--- config.mk ---
export PLATFORM = sky130hd
export DESIGN_NAME = hashed_key_cache_with_hot_entry
export DESIGN_NICKNAME = d
export VERILOG_FILES = /design/src/sv/hkc_pkg.sv /design/src/sv/hkc_ctrl.sv /design/src/sv/hkc_dpath.sv /design/src/sv/hashed_key_cache_with_hot_entry.sv
export SDC_FILE = /design/constraint.sdc
export NUM_CORES = 2
export LEC_CHECK = 0
export BUFFER_PORTS_ARGS = -buffer_cell sky130_fd_sc_hd__buf_2
export CAP_MARGIN = 25
export CORE_MARGIN = 2
export CORE_UTILIZATION = 40
export CTS_CLUSTER_SIZE = 30
export DETAILED_ROUTE_END_ITERATION = 10
export PLACE_DENSITY = 0.58
export SLEW_MARGIN = 10
export SYNTH_ARGS = -nofsm -noshare
export SYNTH_HDL_FRONTEND = slang
export SYNTH_SLANG_ARGS = --single-unit
--- constraint.sdc ---
create_clock -name clk -period 8.1 [get_ports clk]
set_input_delay 1.62 -clock clk [delete_from_list [all_inputs] [get_ports clk]]
set_output_delay 1.62 -clock clk [all_outputs]
set_load 0.05 [all_outputs]
--- src/sv/hkc_pkg.sv ---
`default_nettype none

package hkc_pkg;

  localparam int KEY_W            = 32;
  localparam int VAL_W            = 16;
  localparam int DIGIT_W          = 8;
  localparam int NUM_DIGITS       = KEY_W / DIGIT_W;
  localparam int DIGIT_CNT_W      = $clog2(NUM_DIGITS);
  localparam int DEF_NUM_BUCKETS  = 10;
  localparam int DEF_POOL_ENTRIES = 64;

  typedef enum logic {
    OP_LOOKUP = 1'b0,
    OP_INSERT = 1'b1
  } op_t;

  typedef enum logic [1:0] {
    ST_FOUND     = 2'd0,
    ST_NOT_FOUND = 2'd1,
    ST_INSERTED  = 2'd2,
    ST_FULL      = 2'd3
  } status_t;

  typedef enum logic [1:0] {
    VSEL_ZERO = 2'd0,
    VSEL_HOT  = 2'd1,
    VSEL_POOL = 2'd2
  } vsel_t;

  typedef struct packed {
    logic             op;
    logic [KEY_W-1:0] key;
    logic [VAL_W-1:0] value;
  } in_item_t;

  typedef struct packed {
    logic [1:0]       status;
    logic [VAL_W-1:0] found_value;
    logic             from_hot;
  } out_item_t;

  typedef struct packed {
    logic    load;
    logic    hash_step;
    logic    head_rd;
    logic    pool_rd;
    logic    pool_from_next;
    logic    entry_wr;
    logic    head_wr;
    logic    link_wr;
    logic    used_inc;
    logic    hot_load;
    logic    finish;
    status_t status;
    vsel_t   vsel;
  } ctl_cmd_t;

  typedef struct packed {
    logic is_insert;
    logic hot_hit;
    logic full;
    logic hash_last;
    logic head_none;
    logic rd_match;
    logic rd_next_none;
  } dp_sts_t;

endpackage

`default_nettype wire

--- src/sv/hkc_ctrl.sv ---
`default_nettype none

module hkc_ctrl
  import hkc_pkg::*;
(
  input  logic     clk,
  input  logic     rst_n,
  input  logic     start,
  input  dp_sts_t  sts,
  output ctl_cmd_t cmd,
  output logic     busy,
  output logic     out_valid
);

  typedef enum logic [2:0] {
    S_IDLE,
    S_HASH,
    S_HEAD,
    S_HEADCHK,
    S_WALK
  } state_t;

  state_t state_r;
  state_t state_nxt;
  logic   out_valid_r;

  always_comb begin
    cmd       = '0;
    state_nxt = state_r;
    case (state_r)
      S_IDLE: begin
        if (start) begin
          cmd.load  = 1'b1;
          state_nxt = S_HASH;
        end
      end
      S_HASH: begin
        if (!sts.is_insert && sts.hot_hit) begin
          cmd.finish = 1'b1;
          cmd.status = ST_FOUND;
          cmd.vsel   = VSEL_HOT;
          state_nxt  = S_IDLE;
        end else if (sts.is_insert && sts.full) begin
          cmd.finish = 1'b1;
          cmd.status = ST_FULL;
          state_nxt  = S_IDLE;
        end else begin
          cmd.hash_step = 1'b1;
          if (sts.hash_last) begin
            state_nxt = S_HEAD;
          end
        end
      end
      S_HEAD: begin
        cmd.head_rd = 1'b1;
        state_nxt   = S_HEADCHK;
      end
      S_HEADCHK: begin
        cmd.entry_wr = sts.is_insert;
        if (sts.head_none) begin
          cmd.finish = 1'b1;
          state_nxt  = S_IDLE;
          if (sts.is_insert) begin
            cmd.head_wr  = 1'b1;
            cmd.used_inc = 1'b1;
            cmd.status   = ST_INSERTED;
          end else begin
            cmd.status = ST_NOT_FOUND;
          end
        end else begin
          cmd.pool_rd = 1'b1;
          state_nxt   = S_WALK;
        end
      end
      S_WALK: begin
        if (!sts.is_insert && sts.rd_match) begin
          cmd.hot_load = 1'b1;
          cmd.finish   = 1'b1;
          cmd.status   = ST_FOUND;
          cmd.vsel     = VSEL_POOL;
          state_nxt    = S_IDLE;
        end else if (sts.rd_next_none) begin
          cmd.finish = 1'b1;
          state_nxt  = S_IDLE;
          if (sts.is_insert) begin
            cmd.link_wr  = 1'b1;
            cmd.used_inc = 1'b1;
            cmd.status   = ST_INSERTED;
          end else begin
            cmd.status = ST_NOT_FOUND;
          end
        end else begin
          cmd.pool_rd        = 1'b1;
          cmd.pool_from_next = 1'b1;
        end
      end
      default: begin
        state_nxt = S_IDLE;
      end
    endcase
  end

  always_ff @(posedge clk) begin
    if (!rst_n) begin
      state_r     <= S_IDLE;
      out_valid_r <= 1'b0;
    end else begin
      state_r     <= state_nxt;
      out_valid_r <= cmd.finish;
    end
  end

  assign busy      = (state_r != S_IDLE);
  assign out_valid = out_valid_r;

endmodule

`default_nettype wire

--- src/sv/hkc_dpath.sv ---
`default_nettype none

module hkc_dpath
  import hkc_pkg::*;
#(
  parameter int NUM_BUCKETS  = DEF_NUM_BUCKETS,
  parameter int POOL_ENTRIES = DEF_POOL_ENTRIES
) (
  input  logic      clk,
  input  logic      rst_n,
  input  in_item_t  in_item,
  input  ctl_cmd_t  cmd,
  output dp_sts_t   sts,
  output out_item_t out_item
);

  localparam int BKT_W  = (NUM_BUCKETS > 1) ? $clog2(NUM_BUCKETS) : 1;
  localparam int ACC_W  = BKT_W + DIGIT_W;
  localparam int IDX_W  = $clog2(POOL_ENTRIES);
  localparam int LINK_W = $clog2(POOL_ENTRIES + 1);
  localparam logic [LINK_W-1:0] LINK_NONE = LINK_W'(POOL_ENTRIES);
  localparam logic [ACC_W-1:0]  MOD_BASE  = ACC_W'(NUM_BUCKETS);

  logic                   op_r;
  logic [KEY_W-1:0]       key_r;
  logic [VAL_W-1:0]       value_r;
  logic [KEY_W-1:0]       sr_r;
  logic [DIGIT_CNT_W-1:0] cnt_r;
  logic [BKT_W-1:0]       rem_r;
  logic [ACC_W-1:0]       hash_acc;

  logic [LINK_W-1:0]      bkt_mem [NUM_BUCKETS];
  logic [NUM_BUCKETS-1:0] bkt_vld_r;
  logic [LINK_W-1:0]      head_q_r;
  logic                   head_vld_r;

  logic [KEY_W-1:0]       key_mem  [POOL_ENTRIES];
  logic [VAL_W-1:0]       val_mem  [POOL_ENTRIES];
  logic [LINK_W-1:0]      next_mem [POOL_ENTRIES];
  logic [KEY_W-1:0]       rd_key_r;
  logic [VAL_W-1:0]       rd_val_r;
  logic [LINK_W-1:0]      rd_next_r;
  logic [IDX_W-1:0]       cur_r;
  logic [IDX_W-1:0]       pool_addr;
  logic [IDX_W-1:0]       slot;
  logic [LINK_W-1:0]      used_r;

  logic                   hot_valid_r;
  logic [KEY_W-1:0]       hot_key_r;
  logic [VAL_W-1:0]       hot_value_r;
  out_item_t              out_r;

  // The bucket is built one byte at a time from the top, as r = (r * 256 + byte) mod N.
  always_comb begin
    hash_acc = {rem_r, sr_r[KEY_W-1 -: DIGIT_W]};
    for (int i = DIGIT_W - 1; i >= 0; i--) begin
      if (hash_acc >= (MOD_BASE << i)) begin
        hash_acc = hash_acc - (MOD_BASE << i);
      end
    end
  end

  always_ff @(posedge clk) begin
    if (cmd.load) begin
      op_r    <= in_item.op;
      key_r   <= in_item.key;
      value_r <= in_item.value;
      sr_r    <= in_item.key;
      cnt_r   <= '0;
      rem_r   <= '0;
    end else if (cmd.hash_step) begin
      sr_r  <= sr_r << DIGIT_W;
      cnt_r <= cnt_r + 1'b1;
      rem_r <= hash_acc[BKT_W-1:0];
    end
  end

  always_ff @(posedge clk) begin
    if (cmd.head_wr) begin
      bkt_mem[rem_r] <= used_r;
    end
    if (cmd.head_rd) begin
      head_q_r   <= bkt_mem[rem_r];
      head_vld_r <= bkt_vld_r[rem_r];
    end
  end

  always_ff @(posedge clk) begin
    if (!rst_n) begin
      bkt_vld_r <= '0;
    end else if (cmd.head_wr) begin
      bkt_vld_r[rem_r] <= 1'b1;
    end
  end

  assign pool_addr = cmd.pool_from_next ? rd_next_r[IDX_W-1:0] : head_q_r[IDX_W-1:0];
  assign slot      = used_r[IDX_W-1:0];

  always_ff @(posedge clk) begin
    if (cmd.entry_wr) begin
      key_mem[slot] <= key_r;
      val_mem[slot] <= value_r;
    end
    if (cmd.entry_wr) begin
      next_mem[slot] <= LINK_NONE;
    end else if (cmd.link_wr) begin
      next_mem[cur_r] <= used_r;
    end
    if (cmd.pool_rd) begin
      rd_key_r  <= key_mem[pool_addr];
      rd_val_r  <= val_mem[pool_addr];
      rd_next_r <= next_mem[pool_addr];
      cur_r     <= pool_addr;
    end
  end

  always_ff @(posedge clk) begin
    if (!rst_n) begin
      used_r      <= '0;
      hot_valid_r <= 1'b0;
    end else begin
      if (cmd.used_inc) begin
        used_r <= used_r + 1'b1;
      end
      if (cmd.hot_load) begin
        hot_valid_r <= 1'b1;
      end
    end
  end

  always_ff @(posedge clk) begin
    if (cmd.hot_load) begin
      hot_key_r   <= key_r;
      hot_value_r <= rd_val_r;
    end
  end

  always_ff @(posedge clk) begin
    if (cmd.finish) begin
      out_r.status   <= cmd.status;
      out_r.from_hot <= (cmd.vsel == VSEL_HOT);
      case (cmd.vsel)
        VSEL_HOT:  out_r.found_value <= hot_value_r;
        VSEL_POOL: out_r.found_value <= rd_val_r;
        default:   out_r.found_value <= '0;
      endcase
    end
  end

  assign sts.is_insert    = (op_r == OP_INSERT);
  assign sts.hot_hit      = hot_valid_r && (hot_key_r == key_r);
  assign sts.full         = (used_r == LINK_NONE);
  assign sts.hash_last    = (cnt_r == DIGIT_CNT_W'(NUM_DIGITS - 1));
  assign sts.head_none    = !head_vld_r;
  assign sts.rd_match     = (rd_key_r == key_r);
  assign sts.rd_next_none = (rd_next_r == LINK_NONE);

  assign out_item = out_r;

endmodule

`default_nettype wire

--- src/sv/hashed_key_cache_with_hot_entry.sv ---
// Channel   Ports                        Transfer
// input     start, busy, in_item         rising edge with start high and busy low
// result    out_valid, out_item          rising edge that ends the out_valid cycle
//
// A hot hit or a refused insert is answered before the bucket hash runs; a miss on an
// empty bucket follows the byte-serial bucket hash and the bucket head read, and a chain
// walk then reads the pool memory port once for each visited entry.
// Reset is synchronous and active low; it empties all buckets and the hot register.
// The result strobe lasts one cycle and cannot be held off; busy is low while it shows.
`default_nettype none

module hashed_key_cache_with_hot_entry
  import hkc_pkg::*;
#(
  parameter int NUM_BUCKETS  = DEF_NUM_BUCKETS,
  parameter int POOL_ENTRIES = DEF_POOL_ENTRIES
) (
  input  logic      clk,
  input  logic      rst_n,
  input  logic      start,
  input  in_item_t  in_item,
  output logic      busy,
  output logic      out_valid,
  output out_item_t out_item
);

  ctl_cmd_t cmd;
  dp_sts_t  sts;

  hkc_ctrl u_ctrl (
    .clk       (clk),
    .rst_n     (rst_n),
    .start     (start),
    .sts       (sts),
    .cmd       (cmd),
    .busy      (busy),
    .out_valid (out_valid)
  );

  hkc_dpath #(
    .NUM_BUCKETS  (NUM_BUCKETS),
    .POOL_ENTRIES (POOL_ENTRIES)
  ) u_dpath (
    .clk      (clk),
    .rst_n    (rst_n),
    .in_item  (in_item),
    .cmd      (cmd),
    .sts      (sts),
    .out_item (out_item)
  );

endmodule

`default_nettype wire

==> results by group <==
Cells and area
  – Relative area change from synthesis to final layout: 13.6%
  – Sequential cell area: 115000 sq um
  – Count of non-filler cells in the finished layout: 17200
  – Most common cell after layout, fill and taps aside: sky130_fd_sc_hd__edfxtp_1
  – Fill cell instance count of the final layout: 33400
  – Final net count: 11900
  – Layout cells sized above 1: 0.0945
  – Multi-input logic area: approximately 36000 sq um
  – Top library cells by usage in the layout, fill and taps aside: 3796 x sky130_fd_sc_hd__edfxtp_1, 3663 x sky130_fd_sc_hd__nand2_1, 1753 x sky130_fd_sc_hd__nand3_1

Setup path
  – R2R cell count: 33
  – Stage delay of the slowest cell on the critical path: 0.70 ns
  – CP startpoint kind: register
  – Slowest-stage cell, CP: sky130_fd_sc_hd__o41ai_1
  – CP Data Arrival Time: 8.37 ns
  – Reg-to-reg endpoint: u_dpath.rem_r[1]
  – Required @ worst endpoint: 8.91 ns
  – Type of element capturing the critical path: register
  – Worst-path fanout max: 13
  – Critical path's most frequent cell: sky130_fd_sc_hd__buf_4
  – Launch instance of the worst register-to-register path: u_dpath.rem_r[1]
  – Type of the worst setup path: register to register
  – Setup slack, reg-to-reg: roughly 0.54 ns

Worst hold path
  – Hold endpoint: u_dpath.bkt_vld_r[3]
  – WHS Path Cells: 1
  – Hold Path Origin: u_dpath.bkt_vld_r[3]
  – HP Class: register to register

Synthesis
  – Xor-xnor portion of the synthesized cell area: 0.00452
  – Total standard cell area after synthesis: 153000 sq um
  – Share of synthesized area occupied by flip-flops and latches: 0.749
  – Compound-gate portion of the synthesized area: 0.0509
  – Leading cell types by total area after synthesis: sky130_fd_sc_hd__edfxtp_1 75%, sky130_fd_sc_hd__nand2_1 9.0%, sky130_fd_sc_hd__nand3_1 5.7%, sky130_fd_sc_hd__a311oi_1 3.5%, sky130_fd_sc_hd__clkbuf_1 1.8%
  – Dominant combinational cell family by area after synthesis: simple AND/OR/NAND/NOR gates
  – Mean instance size in the synthesized netlist: 12.9 sq um
  – Asr flop ratio synth: 0
  – Leading area contributor after synthesis: sky130_fd_sc_hd__edfxtp_1
  – Distinct cell type count of the synthesized netlist: 91
  – #FFs+latches synth: 3824
  – Area share of the leading cell type in the synthesized netlist: 0.745
  – Dominant register cell in the synthesized netlist: sky130_fd_sc_hd__edfxtp_1
  – Number of synthesized flops with an enable pin: 3796
  – Area share of and/or/nand/nor cells after synthesis: 0.170
  – Total number of yosys warnings: 0
  – Share of synthesized cell area in full adder, half adder and majority cells: 0.00115
  – Mapped Cells: about 12000
  – Synthesized Nets: roughly 12000
  – Proportion of synthesized area in mux cells: 0.00363

Placed design
  – Count of buffers from port buffering: 72
  – Post-place setup slack: between 0.6 and 0.7 ns
  – Weighted congestion at the end of routability-driven global placement: 0.838
  – Detailed placer's ending HPWL: 247 mm
  – Total placed cells including tap cells: 16500

Power and ir drop
  – Share of total power consumed by net switching: 0.230
  – Leakage: 58.5 nW
  – Peak VDD IR: roughly 0.00017 V
  – Clk network pwr share: 0.416
  – Comb power frac: 0.080
  – Power Density: 250 nW/um^2
  – Post-layout total power: 43.5 mW
  – Psw: 9.99 mW
  – Design internal power: 33.5 mW
  – Relative contribution of sequential cells to total power: 0.504

CTS
  – Clock latency of the later-clocked register in the worst-skew pair: 0.99 ns
  – Buffer levels on the longest clock path: 4
  – Number of clock buffers inserted by TritonCTS: 400
  – Number of buffers inserted by post-CTS setup repair: 0
  – Hold buffer count at CTS: 0
  – Clock edge transition at the registers on the reported setup and hold paths: 0.06 ns
  – CTS root buf: sky130_fd_sc_hd__clkbuf_16
  – H-tree Lvls: 5
  – Clock tree from TritonCTS: done
  – CTS-repair resized insts: 0
  – Number of clock sinks: 3824

Timing
  – Setup Skew: 0.0642 ns
  – Smallest hold slack: approximately 0.46 ns
  – Max-slew violation count: 0
  – Final critical delay including setup and external delays: approximately 7.6 ns
  – PnR worst setup slack: 0.536 ns
  – Rel. slew slack: 0.244
  – Tightest Pin Transition: 1.13 ns
  – RSZ-0062 raised after global routing: false
  – Top achievable clock speed: about 130 MHz
  – Hold Violations, Final: 0
  – Number of setup violations in the final report: 0
  – Part of the cycle the worst path needs: 0.934
  – Final setup TNS: 0 ns

Route
  – Average wire per standard cell: ~27 microns
  – Wire length after detailed routing: 472 mm
  – DRC errors left: 0
  – First-pass iteration count of the detailed router: 6
  – Post-route ant nets: 0
  – Vias per Instance: 5.82
  – Vias after detailed routing: 100000
  – Detailed Route Iter0 Violations: 13500

Floorplanning
  – Area inside the core boundary: 381000 sq um
  – Overall die area: a little under 400000 sq um
  – Starting density of the core: 0.401
  – Vertical die dimension: slightly above 600 microns
  – Die width: 622 microns
  – Number of placement rows: approximately 230
  – Num ports: 73

Job
  – Max cap viols: 0

Global routing
  – Global-route usage over all layers: 0.236
  – Largest net degree at the start of global routing: 189
  – Gr ovfl total: 0
  – Via count of the first global-routing pass: 96100
  – First-pass GRT wire length: roughly 670 mm
  – Number of antenna violations at the first check in global routing: 8

Outcome
  – Run status: finished, final reports clean
flip-flops by register name, summed over array words and instances, names as in the netlist, 3 cells and up:
name / flops
u_dpath.cur_r: 6
u_dpath.bkt_mem: 60
u_dpath.key_mem: 2048
u_dpath.rem_r: 4
u_ctrl.state_r: 3
u_dpath.used_r: 7
u_dpath.value_r: 16
u_dpath.rd_next_r: 7
u_dpath.rd_val_r: 16
u_dpath.next_mem: 448
u_dpath.rd_key_r: 32
u_dpath.hot_key_r: 32
u_dpath.sr_r: 32
u_dpath.bkt_vld_r: 10
u_dpath.hot_value_r: 16
u_dpath.key_r: 32
u_dpath.val_mem: 1024
u_dpath.out_item: 19
u_dpath.head_q_r: 6
cell families (layout without fill, tap and decap cells):
group           Yosys count  count (layout)
compound gates          985             985
xor+xnor                 79              79
fa+ha+maj                14              14
buf+inv                 841            1216
flops                  3824            3824
mux                      37              37
other cells               0               3
simple gates           6045            6045
power by group through the flow:
| stage | registers (mW) | logic [mW] | clock network (mW) |
|---|---|---|---|
| after global routing | 21.9 | 3.76 | 19.0 |
| final | 21.9 | 3.46 | 18.1 |
| after floorplan | 22.5 | 1.97 | 0 |
| after detailed placement | 22.4 | 3.41 | 0 |
| after global placement | 22.3 | 3.48 | 0 |
| after CTS | 21.9 | 3.43 | 18.3 |
synthesized netlist by cell type, types with 5 or more instances:
library cell	instances
sky130_fd_sc_hd__edfxtp_1	3796
sky130_fd_sc_hd__nand2_1	3664
sky130_fd_sc_hd__nand3_1	1753
sky130_fd_sc_hd__clkbuf_1	747
sky130_fd_sc_hd__a311oi_1	610
sky130_fd_sc_hd__and3_1	248
sky130_fd_sc_hd__nor2_1	189
sky130_fd_sc_hd__a21oi_1	137
sky130_fd_sc_hd__nor3_1	73
sky130_fd_sc_hd__a31oi_1	68
sky130_fd_sc_hd__buf_1	63
sky130_fd_sc_hd__xor2_1	60
sky130_fd_sc_hd__o21ai_0	29
sky130_fd_sc_hd__dfxtp_1	28
sky130_fd_sc_hd__nor4_1	23
sky130_fd_sc_hd__o21a_1	22
sky130_fd_sc_hd__a211oi_1	21
sky130_fd_sc_hd__inv_1	20
sky130_fd_sc_hd__and2_1	19
sky130_fd_sc_hd__xnor2_1	19
sky130_fd_sc_hd__mux2i_1	18
sky130_fd_sc_hd__a22oi_1	17
sky130_fd_sc_hd__ha_1	14
sky130_fd_sc_hd__mux4_2	14
sky130_fd_sc_hd__nand2b_1	12
sky130_fd_sc_hd__nor2b_1	12
sky130_fd_sc_hd__nand4_1	9
sky130_fd_sc_hd__o31ai_1	8
sky130_fd_sc_hd__or3_1	7
sky130_fd_sc_hd__nand3b_1	6
sky130_fd_sc_hd__o21ai_1	6
sky130_fd_sc_hd__or4_1	5
worst max-delay path by stage:
stage	slack [ns]	depth (start not counted)	end	start
finish	0.54	33	u_dpath.rem_r[1]	u_dpath.rem_r[1]
global placement	0.20	29	u_dpath.rem_r[3]	u_dpath.sr_r[29]
global route	0.02	32	u_dpath.rem_r[3]	u_dpath.rem_r[1]
CTS	0.61	31	u_dpath.rem_r[1]	u_dpath.rem_r[1]
floorplan	0.55	29	u_dpath.rem_r[3]	u_dpath.sr_r[28]
detailed placement	0.63	29	u_dpath.rem_r[1]	u_dpath.sr_r[29]
critical path, delay by kind of cell (launching register included):
| family | cells | cell delay (ns) |
|---|---|---|
| buffers and inverters | 7 | 1.14 |
| AOI/OAI and AO/OA | 13 | 3.65 |
| and+or+nand+nor | 8 | 1.19 |
| adders and majority gates | 3 | 0.76 |
| muxes | 1 | 0.29 |
| DFF | 1 | 0.31 |
| xor gates and xnor gates | 1 | 0.10 |
area by class of cell:
class / count / share of cell area
well taps: 5038 / 0.0363
clock inverters: 249 / 0.0138
repair buffers: 462 / 0.0241
diodes: 3 / 0.0000432
multi-input cells: 7160 / 0.206
flip-flops and latches: 3824 / 0.659
inverters: 25 / 0.000684
clock buffers: 480 / 0.0598
metal layers:
layer	track usage	wire length (microns)	vias to the layer above
met5	0	0	-
li1	-	-	43800
met3	0.0324	40200	838
met1	0.321	189000	50900
met2	0.383	222000	4848
met4	0.0949	21100	0
per-stage QoR:
| step | cell area (sq um) | utilization |
|---|---|---|
| 2_1_floorplan | 153000 | - |
| 3_3_place_gp | 161000 | 0.421 |
| 3_5_place_dp | 161000 | 0.422 |
| 4_1_cts | 174000 | 0.455 |
| 5_1_grt | 174000 | 0.456 |
| 6_report | 174000 | 0.456 |
Power figures use the tool's default switching activity.
